### src/mts_pkg.sv
`default_nettype none

package mts_pkg;

    localparam int WORD_W      = 32;
    localparam int OCC_W       = 7;
    localparam int STACK_DEPTH = 64;

    localparam logic OP_PUSH = 1'b0;
    localparam logic OP_POP  = 1'b1;

    localparam logic [1:0] STAT_OK        = 2'd0;
    localparam logic [1:0] STAT_OVERFLOW  = 2'd1;
    localparam logic [1:0] STAT_UNDERFLOW = 2'd2;

    typedef struct packed {
        logic                     opcode;
        logic signed [WORD_W-1:0] push_value;
    } cmd_t;

    typedef struct packed {
        logic signed [WORD_W-1:0] popped_value;
        logic signed [WORD_W-1:0] current_min;
        logic                     is_empty;
        logic [1:0]               status;
        logic [OCC_W-1:0]         occupancy;
    } result_t;

endpackage

`default_nettype wire

### src/mts_ram.sv
`default_nettype none

module mts_ram #(
    parameter int WIDTH = 64,
    parameter int DEPTH = 64,
    localparam int AW = (DEPTH > 1) ? $clog2(DEPTH) : 1
) (
    input  wire logic                   clk,
    input  wire logic                   we,
    input  wire logic [AW-1:0]          waddr,
    input  wire logic [WIDTH-1:0]       wdata,
    input  wire logic [AW-1:0]          raddr,
    output      logic [WIDTH-1:0]       rdata
);

    logic [WIDTH-1:0] mem [DEPTH];

    always_ff @(posedge clk)
    begin
        if (we)
        begin
            mem[waddr] <= wdata;
        end
        rdata <= mem[raddr];
    end

endmodule

`default_nettype wire

### src/min_tracking_stack_core.sv
// Push: result in the cycle after accept; a push can be taken every cycle.
// Pop: result in the cycle after accept if it empties the stack or underflows;
//   else it waits in ST_POP on the registered RAM read of the entry below the top;
//   busy is high for a single cycle. Top entry lives in registers, the rest in RAM.
// Reset clears the entry count and control; RAM contents are not cleared.
// The receiver cannot stall: done marks each result for exactly one cycle.
`default_nettype none

module min_tracking_stack_core
    import mts_pkg::*;
#(
    parameter int DEPTH = STACK_DEPTH
) (
    input  wire logic    clk,
    input  wire logic    rst_n,
    input  wire logic    start,
    output      logic    busy,
    input  wire cmd_t    cmd,
    output      logic    done,
    output      result_t result
);

    localparam int CW = $clog2(DEPTH + 1);
    localparam int AW = (DEPTH > 1) ? $clog2(DEPTH) : 1;
    localparam int EW = 2 * WORD_W;

    typedef enum logic [1:0] {
        ST_IDLE = 2'b01,
        ST_POP  = 2'b10
    } state_t;

    state_t                   state_reg, state_next;
    logic [CW-1:0]            count_reg, count_next;
    logic signed [WORD_W-1:0] top_val_reg, top_val_next;
    logic signed [WORD_W-1:0] top_min_reg, top_min_next;
    logic                     done_reg, done_next;
    result_t                  result_reg, result_next;

    logic                     ram_we;
    logic [AW-1:0]            ram_waddr;
    logic [AW-1:0]            ram_raddr;
    logic [EW-1:0]            ram_wdata;
    logic [EW-1:0]            ram_rdata;

    logic                     accept;
    logic                     full;
    logic                     empty;
    logic [CW-1:0]            count_m1;
    logic [CW-1:0]            count_m2;
    logic signed [WORD_W-1:0] new_min;

    assign accept   = start && (state_reg == ST_IDLE);
    assign full     = (count_reg == CW'(DEPTH));
    assign empty    = (count_reg == '0);
    assign count_m1 = count_reg - CW'(1);
    assign count_m2 = count_reg - CW'(2);
    assign new_min  = (empty || (cmd.push_value < top_min_reg)) ? cmd.push_value : top_min_reg;

    // the entry below the top spills to RAM on push, refills on pop
    assign ram_we    = accept && (cmd.opcode == OP_PUSH) && !full && !empty;
    assign ram_waddr = count_m1[AW-1:0];
    assign ram_wdata = {top_val_reg, top_min_reg};
    assign ram_raddr = count_m2[AW-1:0];

    mts_ram #(
        .WIDTH (EW),
        .DEPTH (DEPTH)
    ) u_ram (
        .clk   (clk),
        .we    (ram_we),
        .waddr (ram_waddr),
        .wdata (ram_wdata),
        .raddr (ram_raddr),
        .rdata (ram_rdata)
    );

    always_comb
    begin
        state_next   = state_reg;
        count_next   = count_reg;
        top_val_next = top_val_reg;
        top_min_next = top_min_reg;
        done_next    = 1'b0;
        result_next  = result_reg;

        case (state_reg)
            ST_IDLE:
            begin
                if (accept)
                begin
                    result_next.popped_value = '0;
                    result_next.status       = STAT_OK;
                    if (cmd.opcode == OP_PUSH)
                    begin
                        done_next = 1'b1;
                        if (full)
                        begin
                            result_next.status      = STAT_OVERFLOW;
                            result_next.current_min = empty ? '0 : top_min_reg;
                            result_next.is_empty    = empty;
                            result_next.occupancy   = OCC_W'(count_reg);
                        end
                        else
                        begin
                            count_next              = count_reg + CW'(1);
                            top_val_next            = cmd.push_value;
                            top_min_next            = new_min;
                            result_next.current_min = new_min;
                            result_next.is_empty    = 1'b0;
                            result_next.occupancy   = OCC_W'(count_reg + CW'(1));
                        end
                    end
                    else
                    begin
                        if (empty)
                        begin
                            done_next               = 1'b1;
                            result_next.status      = STAT_UNDERFLOW;
                            result_next.current_min = '0;
                            result_next.is_empty    = 1'b1;
                            result_next.occupancy   = '0;
                        end
                        else
                        begin
                            count_next = count_m1;
                            result_next.popped_value = top_val_reg;
                            if (count_m1 == '0)
                            begin
                                done_next               = 1'b1;
                                result_next.current_min = '0;
                                result_next.is_empty    = 1'b1;
                                result_next.occupancy   = '0;
                            end
                            else
                            begin
                                // wait for the new top word from RAM
                                state_next = ST_POP;
                            end
                        end
                    end
                end
            end
            ST_POP:
            begin
                top_val_next            = ram_rdata[EW-1:WORD_W];
                top_min_next            = ram_rdata[WORD_W-1:0];
                done_next               = 1'b1;
                result_next.current_min = ram_rdata[WORD_W-1:0];
                result_next.is_empty    = 1'b0;
                result_next.occupancy   = OCC_W'(count_reg);
                state_next              = ST_IDLE;
            end
            default:
            begin
                state_next = ST_IDLE;
            end
        endcase
    end

    always_ff @(posedge clk or negedge rst_n)
    begin
        if (!rst_n)
        begin
            state_reg <= ST_IDLE;
            count_reg <= '0;
            done_reg  <= 1'b0;
        end
        else
        begin
            state_reg <= state_next;
            count_reg <= count_next;
            done_reg  <= done_next;
        end
    end

    always_ff @(posedge clk)
    begin
        top_val_reg <= top_val_next;
        top_min_reg <= top_min_next;
        result_reg  <= result_next;
    end

    assign busy   = (state_reg == ST_POP);
    assign done   = done_reg;
    assign result = result_reg;

`ifndef SYNTHESIS
    a_count_bound: assert property (@(posedge clk) disable iff (!rst_n)
        count_reg <= CW'(DEPTH))
        else $error("entry count above depth");

    a_pop_wait_one: assert property (@(posedge clk) disable iff (!rst_n)
        busy |=> !busy && done)
        else $error("pop refill did not finish in one cycle");

    a_underflow: assert property (@(posedge clk) disable iff (!rst_n)
        (accept && cmd.opcode == OP_POP && empty) |=>
            (done && result.status == STAT_UNDERFLOW && result.is_empty))
        else $error("pop on empty stack not flagged");

    a_push_done: assert property (@(posedge clk) disable iff (!rst_n)
        (accept && cmd.opcode == OP_PUSH) |=> (done && !result.is_empty))
        else $error("push word not reported next cycle");
`endif

endmodule

`default_nettype wire

### config.mk
export PLATFORM = sky130hd
export DESIGN_NAME = min_tracking_stack_core
export DESIGN_NICKNAME = d
export VERILOG_FILES = /design/src/mts_pkg.sv /design/src/mts_ram.sv /design/src/min_tracking_stack_core.sv
export SDC_FILE = /design/constraint.sdc
export NUM_CORES = 2
export LEC_CHECK = 0
export BUFFER_PORTS_ARGS = -buffer_cell sky130_fd_sc_hd__buf_2
export CAP_MARGIN = 30
export CORE_MARGIN = 10
export CORE_UTILIZATION = 40
export CTS_CLUSTER_DIAMETER = 30
export DETAILED_ROUTE_END_ITERATION = 10
export PLACE_DENSITY_LB_ADDON = 0.25
export SYNTH_ARGS = -nofsm -noshare
export SYNTH_HDL_FRONTEND = slang
export SYNTH_HIERARCHICAL = 1
export SYNTH_SLANG_ARGS = --single-unit
### constraint.sdc
create_clock -name clk -period 14.3 [get_ports clk]
set_input_delay 0 -clock clk [delete_from_list [all_inputs] [get_ports clk]]
set_output_delay 0 -clock clk [all_outputs]
set_load 0.01 [all_outputs]
# Yosys cells after proc, flatten, opt, wreduce, memory -nomap -nowiden
# Memory sizes are Yosys's and may differ from the RTL's. A register that Yosys moved wholly into a read port is not among the register bits.
# Cells that the tools add are included.
[word_totals] regBits=148 ram_bits=4096 in_bits=36 out_inout_bits=76 memories=1
[memory_table] memory="u_ram.mem" depth=64 word_bits=64 read_ports=1 rd_clocked_by_memory_dff=1 write_ports=1 line_no="mts_ram.sv:16" rtl="logic [WIDTH-1:0] mem [DEPTH];"
[classes] add_sub_neg=3 order_cmp=1 eq_ne=11 n_mux=36 bitwise=1 reduce_logical=16
[op_table] operator="$mux 32" n=8
[op_table] operator="$pmux 32 s2" n=2
[op_table] operator="$mux 33" n=3
[op_table] operator="$mux 42" n=2
[op_table] operator="$pmux 33 s2" n=1
[op_table] operator="$mux 7" n=5
[op_table] operator="$lt 32x32->1" n=1
[op_table] operator="$logic_not 7->1" n=2
[op_table] operator="$ne 2x2->1 const B" n=7
[op_table] operator="$pmux 7 s2" n=1
[op_table] operator="$mux 2" n=6
[op_table] operator="$reduce_and 4->1" n=2
[op_table] operator="$add 7x1->7 const B" n=1
[op_table] operator="$eq 7x7->1 const B" n=1
[op_table] operator="$mux 1" n=7
[op_table] operator="$sub 7x1->7 const B" n=1
[op_table] operator="$reduce_and 3->1" n=2
[op_table] operator="$sub 6x2->6 const B" n=1
[op_table] operator="$logic_and 1x1->1" n=4
[op_table] operator="$ne 4x3->1 const B" n=1
[op_table] operator="$eq 2x1->1 const B" n=1
[op_table] operator="$eq 2x2->1 const B" n=1
[op_table] operator="$logic_not 1->1" n=2
[op_table] operator="$pmux 1 s2" n=1
[op_table] operator="5 further kinds" n=5

# Depth between registers and ports, before layout
[logic_depth] depth_word=7 mapped_depth=13 mapped_depth_nobuf=9

# Hierarchy
# The synthesis kept the hierarchy.
[by_module_without_submodules] module="mts_ram" instances=1 cells_each=6598 area_each_um2=156348.7 seq_area_each_um2=124279.2
[by_module_without_submodules] module="min_tracking_stack_core" instances=1 cells_each=804 area_each_um2=8559.5 seq_area_each_um2=4395.5

# Least setup slack after synthesis
# Ideal clock, no wire load.
[synth_timing] path_type="flip-flop to flip-flop" start="reg state_reg[0]" end="mem u_ram.mem[48][0] (enable)" setup_time_ps=564 arrival_time_ps=6659 setup_slack_ps=7076 path_stages_with_launch=8 synth_period_minus_slack_ps=7224 path_cell_list="dfstp_2 -> ha_1 -> nand2_1 -> clkbuf_1 -> inv_1 -> and3_1 -> nand4b_1 -> nor3_1"
[synth_via] elab_chain_len=7
[synth_lines] item="from (decl)" line_no="min_tracking_stack_core.sv:32" rtl="state_t state_reg, state_next;"
[synth_lines] item="from (signal assigned)" line_no="min_tracking_stack_core.sv:170" rtl="state_reg <= state_next;"
[synth_lines] item="$eq 2x1->1" line_no="min_tracking_stack_core.sv:52" rtl="assign accept = start && (state_reg == ST_IDLE);"
[synth_lines] item="$logic_and 1x1->1" line_no="min_tracking_stack_core.sv:52"
[synth_lines] item="$logic_and 1x1->1 (3 in series)" line_no="min_tracking_stack_core.sv:60" rtl="assign ram_we = accept && (cmd.opcode == OP_PUSH) && !full && !empty;"
[synth_lines] item="named net ram_we" line_no="min_tracking_stack_core.sv:39" rtl="logic ram_we;"
[synth_lines] item="$mux 1" line_no="mts_ram.sv:20" rtl="if (we)"
[synth_lines] item="$mux 1 (implied by the code)" line_no="mts_ram.sv:22" rtl="mem[waddr] <= wdata;"
[synth_lines] item="to (decl)" line_no="mts_ram.sv:16"
# The timed path passes the listed nets, and every way through them passes these cells.

# Final worst setup path
[layout_timing] start="reg count_reg[0]" end="reg u_ram.rdata[37], read port of u_ram.mem"
[layout_via] elab_chain_len=1
[layout_lines] item="from (decl)" line_no="min_tracking_stack_core.sv:33" rtl="logic [CW-1:0] count_reg, count_next;"
[layout_lines] item="from (signal assigned)" line_no="min_tracking_stack_core.sv:171" rtl="count_reg <= count_next;"
[layout_lines] item="$sub 6x2->6" line_no="min_tracking_stack_core.sv:56" rtl="assign count_m2 = count_reg - CW'(2);"
[layout_lines] item="to (decl)" line_no="mts_ram.sv:13" rtl="output logic [WIDTH-1:0] rdata"
# Every way passes these cells.
# A chain may end at the register's enable or synchronous reset.

==> summary.md <==
No sink is reached through more buffers than the 4 on the longest clock path. The routed design has 506000 microns of wire. The post-route clock period utilization is 0.443.

Static timing analysis puts the maximum clock frequency at 158 MHz. For this block, the initial DRC count from the detailed router was 10734. For the all-layer global routing usage, the log shows 0.227. After synthesis the cells add up to 165000 sq um. The run finished with clean final reports. The count of standard-cell rows came out at 235.

The first TritonRoute pass finished after 6 iterations. The mean instance size in the synthesized netlist was 22.3 sq um. The startpoint identified for the worst hold timing path is cmd[6].

The H-tree was split into 6 levels. Power share of the sequential group: 0.331. The share of async-settable or async-resettable flops after synthesis is 0.00232, and the overall die area is 438000 sq um. Hold timing on the final database bottoms out at a slack of 0.0903 ns. The later pin in the worst-skew pair is clocked with a latency of 1.07 ns. Global routing finished with a remaining overflow of 0. Yosys printed 6 warnings. The part of the Yosys area used for sequential elements is 0.780. Clock root buffer: sky130_fd_sc_hd__clkbuf_16. Critical path class: reg2reg. The run gives 0.402 as the initial standard-cell utilization of the core.

The count of endpoints failing setup in the final report was 0. The fraction of synthesized cell area taken by the top area cell type was 0.771; the number of vias after detailed routing was 85952. In this run, distinct cell masters in the synthesized netlist total 63. Synthesis produced 7402 cells. By area the synthesized netlist is led by sky130_fd_sc_hd__edfxtp_1 (77%), sky130_fd_sc_hd__mux4_2 (14%), sky130_fd_sc_hd__mux2i_1 (0.82%). The CTS clock-pin slew for the worst setup and hold paths works out to 0.05 ns. The floorplan die height was 662 microns; the total power divided by cell area was 252 nW/um^2. In this run the worst setup path begins at count_reg[0]$_DFFE_PN0P_. Worst slew margin relative to its limit: 0.231. The tools report the total net switching power as 17.3 mW. Setup repair after global routing left no endpoint under its margin. The run gives 749 as the total clock buffers created by CTS.

Summed over all nets, the half-perimeter wirelength after detailed placement is 290000 microns. Using the TritonRoute via totals, the vias-per-cell ratio works out to 6.00. Counting every sink on the clock net gives 4308. The type of destination of the critical path is a register. The switching portion of total power was 0.341; the critical path data required time was 15.17 ns.

The run gives 33.4 mW as the internal power of the cells. In the post-route analysis, the smallest setup slack over all paths is 7.96 ns. The run gives 0.823 as the final weighted congestion in routability-driven placement. For the final net count, the log shows 8284. Max-cap violations in this run came to 0.

The synthesized design contains 4234 enable-type register cells. The fraction of final layout cells sized beyond drive strength 1 was 0.320; the final-report max-slew violation count was 0. The worst-margin pin slew was 1.15 ns.

The power consumption is 50.7 mW. The tools report the synthesized netlist net count as 7478. The most common cell in the netlist is sky130_fd_sc_hd__edfxtp_1. The flop and latch count out of synthesis was 4308.

Type of the most critical hold path: in2reg. Count of buffers from port buffering: 111. The category of the worst setup path launch point was a register. The tools report the peak ir drop on the vdd network as 0.243 mV. In the routed design, unresolved DRC markers number 0. For the core outline area, the log shows 410000 sq um. Maximum net fanout on the critical path: 78. For the share of power burned in the clock network, the log shows 0.365. The tools report the static leakage as 65.4 nW. For the number of global-route vias before repair, the log shows 86772.

The area growth from synthesis to final layout is 22.1%, and the final critical delay including setup and external delays is 6.34 ns. Entering global routing, the biggest net connects 111 pins. TritonCTS built the clock tree. Of all cell types, the one taking the most synthesized area is sky130_fd_sc_hd__edfxtp_1.

The die width was 662 microns; the worst path arrival time was 7.21 ns. The number of endpoints with negative hold slack in the final report was 0. At the placement stage, the worst setup path has a slack of 7.86 ns. The largest clock skew in the final design came out at 0.0731 ns. The main flop type after synthesis was sky130_fd_sc_hd__edfxtp_1. The number of instances resized during post-cts repair was 0; the number of antenna violations at the first check in global routing was 40. Source of the worst register-to-register timing path: count_reg[0]$_DFFE_PN0P_. The flip-flop count of the largest register, all copies and words added was 4096; the sum of negative setup slack was 0 ns. Ranked by instance count, the synthesized netlist is headed by sky130_fd_sc_hd__edfxtp_1 (4234), sky130_fd_sc_hd__mux4_2 (1024), sky130_fd_sc_hd__buf_2 (181).

Once detail routing completed, the nets flagged for antenna violations numbered 0. The tools report the I/O pin total as 112. The first global-routing pass estimated 701000 microns of wire. The routed length per instance is 35.3 microns. For the share of total power in combinational logic, the log shows 0.303.
==> metal layers <==
metal | global-route usage | up-vias | routed length, microns
li1 | - | 33471 | -
met1 | 0.296 | 46877 | 191000
met2 | 0.369 | 4689 | 245000
met3 | 0.0511 | 897 | 46600
met4 | 0.0941 | 18 | 23400
met5 | 0 | - | 114
==> cells in the final DEF (no fill, tap or decap), types with 49 or more instances in the layout <==
master / instances
sky130_fd_sc_hd__edfxtp_1: 4234
sky130_fd_sc_hd__mux4_2: 1024
sky130_fd_sc_hd__clkbuf_16: 753
sky130_fd_sc_hd__buf_4: 270
sky130_fd_sc_hd__a22oi_1: 172
sky130_fd_sc_hd__nand2_1: 146
sky130_fd_sc_hd__mux2i_1: 135
sky130_fd_sc_hd__bufinv_16: 121
sky130_fd_sc_hd__buf_2: 111
sky130_fd_sc_hd__nand3_1: 110
sky130_fd_sc_hd__clkinv_2: 110
sky130_fd_sc_hd__and3_1: 99
sky130_fd_sc_hd__a22o_1: 90
sky130_fd_sc_hd__o22ai_1: 84
sky130_fd_sc_hd__clkbuf_1: 84
sky130_fd_sc_hd__clkinv_1: 84
sky130_fd_sc_hd__clkinvlp_4: 83
sky130_fd_sc_hd__nor2_4: 66
sky130_fd_sc_hd__a211oi_1: 64
sky130_fd_sc_hd__dfxtp_1: 64
sky130_fd_sc_hd__nor2_1: 62
sky130_fd_sc_hd__inv_6: 62
sky130_fd_sc_hd__inv_1: 59
sky130_fd_sc_hd__dlygate4sd3_1: 58
sky130_fd_sc_hd__nor2b_1: 56
sky130_fd_sc_hd__clkinv_4: 49
==> metrics by stage <==
step	utilization	std cells	cell area, sq um
3_5_place_dp	0.424	12840	174000
3_3_place_gp	0.422	12807	173000
4_1_cts	0.490	14311	201000
2_1_floorplan	-	7402	165000
6_report	0.491	14334	201000
5_1_grt	0.491	14322	201000
==> what timing repair did <==
action	4_1_cts	5_1_grt
hold buffers	58	0
setup buffers	0	0
hold endpoints to repair	224	0
==> cell type report <==
| type | instances | area [sq um] |
|---|---|---|
| Multi-Input combinational cell | 2595 | 34500 |
| Fill cell | 32651 | 209000 |
| Sequential cell | 4308 | 129000 |
| Timing Repair Buffer | 492 | 4360 |
| Clock inverter | 562 | 7270 |
| Inverter | 62 | 248 |
| Tap cell | 5451 | 6820 |
| Antenna cell | 13 | 32.5 |
| Clock buffer | 851 | 19400 |
==> worst max-delay path, stage by stage, from the launching register on <==
cell and delay, ns:
sky130_fd_sc_hd__dfrtp_4 0.84, sky130_fd_sc_hd__buf_4 0.77, sky130_fd_sc_hd__buf_4 0.70, sky130_fd_sc_hd__buf_4 0.72, sky130_fd_sc_hd__buf_4 0.70, sky130_fd_sc_hd__buf_12 0.57, sky130_fd_sc_hd__mux4_2 0.60, sky130_fd_sc_hd__mux2i_1 0.19
sky130_fd_sc_hd__o22ai_1 0.28, sky130_fd_sc_hd__a41oi_1 0.29, sky130_fd_sc_hd__a211oi_1 0.07
==> cells by family (layout without fill, tap and decap cells) <==
family	after synthesis	in the layout	share of synthesized area
fa+ha+maj	40	40	0.00303
flops	4308	4308	0.780
mux	1159	1159	0.148
simple gates	690	690	0.0213
buf+inv	499	1967	0.0143
other cells	0	13	0
xor+xnor	11	11	0.000584
compound gates	695	695	0.0324
==> power by group through the flow <==
| stage | combinational [mW] | clock (mW) | sequential, mW |
|---|---|---|---|
| 2_1_floorplan | 7.94 | 0 | 17.8 |
| 3_5_place_dp | 15.3 | 0 | 17.0 |
| 6_report | 15.4 | 18.5 | 16.8 |
| 5_1_grt | 16.0 | 19.3 | 16.8 |
| 4_1_cts | 15.3 | 18.7 | 16.8 |
| 3_3_place_gp | 15.1 | 0 | 17.0 |
==> worst paths after layout <==
kind / to / slack, ns / depth (start not counted)
worst max-delay path: u_ram/rdata[37]$_DFF_P_ / 7.96 / 10
worst min-delay path: top_val_reg[6]$_DFFE_PP_ / 0.09 / 4
worst min register to register: top_val_reg[10]$_DFFE_PP_ / 0.50 / 1
worst max register to register: u_ram/rdata[37]$_DFF_P_ / 7.96 / 10
min in group asynchronous: done$_DFF_PN0_ / 0.52 / 4
max in group asynchronous: count_reg[0]$_DFFE_PN0P_ / 13.33 / 4
Note: power is estimated with default switching activity, not from simulation.
